$ cat config.mk
export PLATFORM = sky130hd
export DESIGN_NAME = bis_ctrl
export DESIGN_NICKNAME = d
export VERILOG_FILES = /design/src/design/bis_pkg.sv /design/src/design/bis_ctrl.sv
export SDC_FILE = /design/constraint.sdc
export NUM_CORES = 1
export LEC_CHECK = 0
export BUFFER_PORTS_ARGS = -buffer_cell sky130_fd_sc_hd__buf_4
export CORE_AREA = 2 2 39 41
export CTS_CLUSTER_SIZE = 12
export DETAILED_ROUTE_END_ITERATION = 8
export DIE_AREA = 0 0 41 43
export PLACE_DENSITY_LB_ADDON = 0.3
export RECOVER_POWER = 50
export SYNTH_ARGS = -nofsm -noshare
export SYNTH_HDL_FRONTEND = slang
export SYNTH_SLANG_ARGS = --single-unit
$ cat constraint.sdc
create_clock -name clock -period 2.4 [get_ports clock]
set_input_delay 0.24 -clock clock [delete_from_list [all_inputs] [get_ports clock]]
set_output_delay 0.24 -clock clock [all_outputs]
set_load 0.1 [all_outputs]
$ cat src/design/bis_pkg.sv
// ----------------------------------------------------------------------------
// Bounded integer set table - shared package
// Field widths, opcodes, controller states and the command/status bundles
// passed between the controller and the datapath.
// ----------------------------------------------------------------------------
package bis_pkg;

   localparam int DEFAULT_CAPACITY = 128;

   localparam int OPCODE_W    = 2;
   localparam int VALUE_W     = 32;
   localparam int COUNT_W     = 8;
   localparam int REQ_TDATA_W = 32;
   localparam int REQ_TUSER_W = 2;
   localparam int RSP_TDATA_W = 16;

   localparam logic [OPCODE_W-1:0] OP_INSERT = 2'd0;
   localparam logic [OPCODE_W-1:0] OP_REMOVE = 2'd1;
   localparam logic [OPCODE_W-1:0] OP_QUERY  = 2'd2;

   typedef enum logic [2:0] {
      ST_IDLE,
      ST_SCAN,
      ST_LAST_RD,
      ST_MOVE,
      ST_INSERT,
      ST_FINISH
   } bis_state_type;

   typedef struct packed {
      logic start;    // latch the request beat, restart the scan
      logic scan;     // one scan step
      logic last_rd;  // read the last occupied entry
      logic move;     // write last entry into the hit slot, count down
      logic insert;   // append value or flag full
      logic load;     // load the response register
   } bis_cmd_type;

   typedef struct packed {
      logic scan_done;
      logic found;
      logic is_insert;
      logic is_remove;
      logic rsp_free;
   } bis_status_type;

endpackage

$ cat src/design/bis_ctrl.sv
// ----------------------------------------------------------------------------
// Bounded integer set table - controller
// Sequences one operation: scan, optional move or append, response load.
// ----------------------------------------------------------------------------
module bis_ctrl
   import bis_pkg::*;
(
   input  logic           clock,
   input  logic           reset,
   input  logic           req_tvalid,
   output logic           req_tready,
   input  bis_status_type status,
   output bis_cmd_type    cmd
);

   bis_state_type state_ff;
   bis_state_type state_in;

   always_ff @(posedge clock) begin
      if (reset) begin
         state_ff <= ST_IDLE;
      end else begin
         state_ff <= state_in;
      end
   end

   always_comb begin
      state_in   = state_ff;
      cmd        = '0;
      req_tready = 1'b0;
      unique case (state_ff)
         ST_IDLE: begin
            req_tready = 1'b1;
            if (req_tvalid) begin
               cmd.start = 1'b1;
               state_in  = ST_SCAN;
            end
         end
         ST_SCAN: begin
            cmd.scan = 1'b1;
            if (status.scan_done) begin
               if (status.is_remove && status.found) begin
                  state_in = ST_LAST_RD;
               end else if (status.is_insert && !status.found) begin
                  state_in = ST_INSERT;
               end else begin
                  state_in = ST_FINISH;
               end
            end
         end
         ST_LAST_RD: begin
            cmd.last_rd = 1'b1;
            state_in    = ST_MOVE;
         end
         ST_MOVE: begin
            cmd.move = 1'b1;
            state_in = ST_FINISH;
         end
         ST_INSERT: begin
            cmd.insert = 1'b1;
            state_in   = ST_FINISH;
         end
         ST_FINISH: begin
            if (status.rsp_free) begin
               cmd.load = 1'b1;
               state_in = ST_IDLE;
            end
         end
         default: begin
            state_in = ST_IDLE;
         end
      endcase
   end

endmodule

==> results of run 1 <==
routing by layer:
layer	track usage	routed length, um	vias up	part of all wire
met1	0.0705	211	111	0.38
met2	0.122	320	5	0.57
met3	0.0157	29	0	0.052
met4	0.0800	0	0	0
met5	0	0	-	0
li1	-	-	131	-
power by group:
group	switching [uW]	internal, uW	total (uW)
Sequential	9.56	54.1	63.6
Combinational	84.9	28.0	113
Clock	24.4	62.2	86.6
Total	119	144	263
final cells by class:
class                      instances  share of cell area
sequential                         3               0.163
tap                               16              0.0544
timing repair buffer              14               0.269
inverter                           1              0.0102
multi-input combinational         22               0.432
clock buffer                       4              0.0714
path summary, 6_finish.rpt:
check,end,slack [ns],depth (start not counted)
setup / recovery,req_tready,0.47,2
hold / removal,state_ff[1],0.19,2
setup reg to reg,state_ff[2],1.28,3
hold reg to reg,state_ff[1],0.62,1
stage by stage:
stage | power (uW) | setup WS [ns] | hold slack, ns | instances | setup TNS [ns]
global route | 278 | 0.366 | 0.186 | 60 | 0
floorplan | 157 | -0.348 | 0.309 | 27 | -0.348
finish | 263 | 0.468 | 0.187 | 60 | 0
global placement | 182 | 1.07 | 0.429 | 56 | 0
CTS | 275 | 0.788 | 0.178 | 60 | 0
detailed placement | 183 | 1.05 | 0.428 | 56 | 0
logic make-up (layout without fill, tap and decap cells):
kind of cell,Yosys count,after routing,share of synthesized area
simple gates,14,14,0.404
compound gates,6,6,0.175
flops,3,3,0.262
mux,2,2,0.0929
buf+inv,2,19,0.0656
layout by cell type, fill, tap and decap left out, types with 2 or more instances in the layout:
cell type	count
buf_4	12
a21oi_1	3
clkbuf_4	3
dfxtp_1	3
nand2_1	2
nor2_1	2
clkbuf_1	2
worst register-to-register path, stage by stage (launching register included):
cell	delay, ns
dfxtp_1	0.52
nand2_1	0.12
a211o_1	0.28
a21oi_1	0.14
==> metrics.cfg, run 1 <==
[timing]
setup_viol=0
finalMaxSlewViolations=0
worst_pin_slew_ns=1.16
relSlewSlack=0.232
final-hold-violation-count=0
post-route-period-util=0.805
skew_ns=0.00267
fin_crit_ns=1.93
rsz0062_at_grt=no
timing.fmax_ghz=0.518

[final_layout]
top_register=state_ff
antenna_cells=0
final_area_um2=368
multi_input_area_um2=159
largest_reg_flops=3
fill_cells=159
reg_top3=state_ff: 3 flops
fin_util=0.266
nNetsFinal=53
final_layout_size_suffix_gt1_frac=0.500
regArea_um2=60.1
area_growth_pct=60.7

[critical_path]
path_buf_inv=1
critPathTopFamily=buffers and inverters
crit_path_start_kind=register
setup.worst_path.end_class=primary output
cp_slowest_stage_delay_ns=0.88
worstSetupStartpoint=state_ff[2]
crit_chain=nor3_2 > clkbuf_1
required_ns=2.16
setup.worst_path.class=register to primary output
worstPathArrival_ns=1.69
reg2reg_from=state_ff[0]
crit_path_top_delay_cell=clkbuf_1
path_max_fanout=8

[synthesis]
avgSynthCellArea_um2=8.48
synthTopCellsByArea=dfxtp_1, a21oi_1, nand4_2, buf_6, mux2_2
synth_edf_count=0
synth_top_area_cell=dfxtp_1
ys_warn_count=0
synth_cells=27
synthFlopType=dfxtp_1
synth.yosys.seq_area_share=0.262
synth_commonest_cells=a21oi_1, dfxtp_1, nand2_1, nor2_1
syn_area_um2=229
synth_top_area_share=0.262
synth_nets=35
synth.ff_latch_count=3
async_flop_share=0
yosysUniqueCellTypes=21

[global_routing]
antenna_found_initial=0
grt_pass1_wl_um=869
grt-ovfl-total=0
first_global_vias=239
grt_max_degree=12
grt_use_total=0.0762

[clocking]
ctsHoldBuffers=0
numClockSinks=3
cts_made_buffers=3
ctsLongestPathBuffers=2
path_clk_slew_ns=0.04
htreeDepth=1
cts_tree=yes
ctsResizeCount=0
post-cts-setup-buffer-count=0
clk_latency_ns=0.23
root_buffer=clkbuf_4

[pwr]
peakVddDrop_mv=0.211
power_density_nw_per_um2=715
p_leak_uw=0.000168

[outcome]
status=completed

[drt]
vias=247
wl_per_cell_um=9.35
vias_per_cell=4.12
ant_nets=0
routed_wl_um=561
drcViolationCount=0
first_pass_iters=3
drt_iter0_drc=2

[place]
gp_congestion=0.639
portBuffers=14
placed_cell_area_um2=353

[floorplan]
initial_core_util=0.165
pin_count=15
num_rows=14
coreArea_um2=1380
die_y_um=43
design.die.area_um2=1760
die_w_um=41

[min_path]
hp-class=input pin to register
hold_path_startpoint=reset

[run]
max_cap_viol_count=0

(Power assumes the default switching activity.)
==> run 2, diff against run 1 <==
--- a/config.mk
+++ b/config.mk
@@ -5,6 +5,7 @@
 export SDC_FILE = /design/constraint.sdc
 export NUM_CORES = 1
 export LEC_CHECK = 0
+export ABC_AREA = 1
 export BUFFER_PORTS_ARGS = -buffer_cell sky130_fd_sc_hd__buf_4
 export CORE_AREA = 2 2 39 41
 export CTS_CLUSTER_SIZE = 12
==> constraint.sdc (replaced) <==
create_clock -name clock -period 1.91 [get_ports clock]
set_input_delay 0.191 -clock clock [delete_from_list [all_inputs] [get_ports clock]]
set_output_delay 0.191 -clock clock [all_outputs]
set_load 0.1 [all_outputs]
==> metrics.cfg, run 2 <==
[timing]
post-route-period-util=0.890
setup_viol=0  ; unchanged
final-hold-violation-count=0  ; unchanged
worst_pin_slew_ns=0.539  ; -0.618 ns
relSlewSlack=0.642  ; +0.410
finalMaxSlewViolations=0  ; unchanged
rsz0062_at_grt=no
skew_ns=0.00218  ; -0.000489 ns
timing.fmax_ghz=0.588
fin_crit_ns=1.70

[pwr]
peakVddDrop_mv=0.555  ; +160%
p_leak_uw=0.000219  ; +30%
power_density_nw_per_um2=1710  ; +140%
total_power_uw=729  ; +180%

[min_path]
hp-class=input pin to register
holdPathStages=2  ; unchanged

[final_layout]
layout_common_cells=buf_4, nor2_1, inv_1, nor3_2, nand2_1
top_register=state_ff
finalNonFillerCells=77  ; +28%
area_growth_pct=57.4
final_common_cell=buf_4
nNetsFinal=70  ; +32%
final_layout_size_suffix_gt1_frac=0.492  ; -0.00820
antenna_cells=0  ; unchanged
fin_util=0.307  ; +0.0416
fill_cells=161  ; +1.3%
reg_top3=state_ff: 3 flops
largest_reg_flops=3  ; unchanged

[drt]
first_pass_iters=2  ; -1
routed_wl_um=702  ; +25%
ant_nets=0  ; unchanged
wl_met3_um=38  ; +31%
drt_iter0_drc=3  ; +1
drcViolationCount=0  ; unchanged
met2WireLength_um=352  ; +10%
m1WireLength_um=311  ; +47%
vias=327  ; +32%
vias_per_cell=4.25  ; +3.2%
top_layer=met3
wl_per_cell_um=9.12  ; -2.5%

[critical_path]
critPathTopFamily=flip-flops
path_max_fanout=10  ; +2
cp.depth=3  ; +1
r2r_setup_slack_ns=0.66  ; -0.62 ns
setup.worst_path.class=register to primary output
setup.worst_path.end_class=primary output
crit_chain=inv_2 > nor4_2 > buf_4
worst-r2r-cell-count=5  ; +2
crit_path_top_delay_cell=dfxtp_1
worstPathArrival_ns=1.51  ; -0.18 ns
required_ns=1.72  ; -0.44 ns
cp_slowest_stage_delay_ns=0.56  ; -0.32 ns
path_buf_inv=2  ; +1
crit_path_start_kind=register

[clocking]
numClockSinks=3  ; unchanged
ctsHoldBuffers=0  ; unchanged
path_clk_slew_ns=0.04  ; about the same
ctsLongestPathBuffers=2  ; unchanged
post-cts-setup-buffer-count=0  ; unchanged
ctsResizeCount=0  ; unchanged
root_buffer=clkbuf_4
htreeDepth=1  ; unchanged
clk_latency_ns=0.23  ; about the same
cts_tree=yes
cts_made_buffers=3  ; unchanged

[global_routing]
grt_max_degree=11  ; -1
antenna_found_initial=0  ; unchanged
grt_use_total=0.101  ; +0.0251
grt_pass1_wl_um=1210  ; +39%
grt-ovfl-total=0  ; unchanged
first_global_vias=310  ; +30%

[synthesis]
synth_commonest_cells=nor2_1, inv_1, nand2_1, nor3_1
synth.yosys.seq_area_share=0.222  ; -0.0401
synth_nets=52  ; +49%
synth.most_common_cell=nor2_1
yosysUniqueCellTypes=17  ; -19%
synth_cells=44  ; +63%
synth_top_area_share=0.222  ; -0.0401
synthTopCellsByArea=dfxtp_1, nand3_2, nor2_1, nor3_1, inv_1
avgSynthCellArea_um2=6.14  ; -28%
synthFlopType=dfxtp_1
async_flop_share=0  ; unchanged
synth_top_area_cell=dfxtp_1
ys_warn_count=0  ; unchanged
synth_edf_count=0  ; unchanged
synth.ff_latch_count=3  ; unchanged
syn_area_um2=270  ; +18%

[floorplan]
design.die.area_um2=1760  ; unchanged
pin_count=15  ; unchanged
coreArea_um2=1380  ; unchanged
die_w_um=41  ; unchanged
die_y_um=43  ; unchanged
num_rows=14  ; unchanged
initial_core_util=0.195  ; +0.0298

[run]
max_cap_viol_count=0  ; unchanged

[place]
dpl.cell_count=73  ; +30%
gp_congestion=0.721  ; +13%
dp_hpwl_um=588
portBuffers=14  ; unchanged

[outcome]
status=completed

[run 2: layout make-up]
cell class | instances | area [um2] | area share
Multi-Input combinational cell | 32 | 189 | 0.444
Tap cell | 16 | 20.0 | 0.0471
Inverter | 8 | 30.0 | 0.0706
Clock buffer | 4 | 26.3 | 0.0618
Sequential cell | 3 | 60.1 | 0.141
Timing Repair Buffer | 14 | 100 | 0.235
[run 2: final timing paths]
kind,startpoint,endpoint
setup / recovery,state_ff[2],cmd[0]
hold / removal,reset,state_ff[1]
setup reg to reg,state_ff[2],state_ff[2]
hold reg to reg,state_ff[0],state_ff[1]
[run 2: worst reg2reg max path: cells and delay by family, from the launching register on]
family,cells,cell delay (ns)
buffers and inverters,1,0.13
flip-flops,1,0.56
AND/OR/NAND/NOR,4,0.45
[run 2: per-layer routing]
metal | GRT usage | vias to the layer above
met5 | 0 | -
met4 | 0.0200 | 0
met3 | 0.0628 | 0
met2 | 0.153 | 8
met1 | 0.119 | 143
li1 | - | 176
[run 2: power breakdown]
group / switching, uW / leakage, uW / internal [uW] / total [uW]
clock: 30.1 / 0.0000150 / 78.1 / 108
sequential: 42.0 / 0.0000248 / 80.3 / 122
combinational: 393 / 0.000179 / 106 / 498
total: 465 / 0.000219 / 264 / 729
[run 2: per-stage QoR]
step | hold WS, ns | instance area [um2] | setup slack, ns | setup TNS, ns
finish | 0.137 | 425 | 0.210 | 0
global route | 0.134 | 425 | 0.0645 | 0
CTS | 0.130 | 440 | 0.186 | 0
detailed placement | 0.376 | 414 | 0.443 | 0
global placement | 0.376 | 414 | 0.474 | 0
floorplan | 0.261 | 297 | -0.544 | -0.963
[run 2: kinds of logic after synthesis]
group	synth area share
AND/OR/NAND/NOR	0.565
buffers and inverters	0.139
AO/OA/AOI/OAI	0.0740
flip-flops	0.222
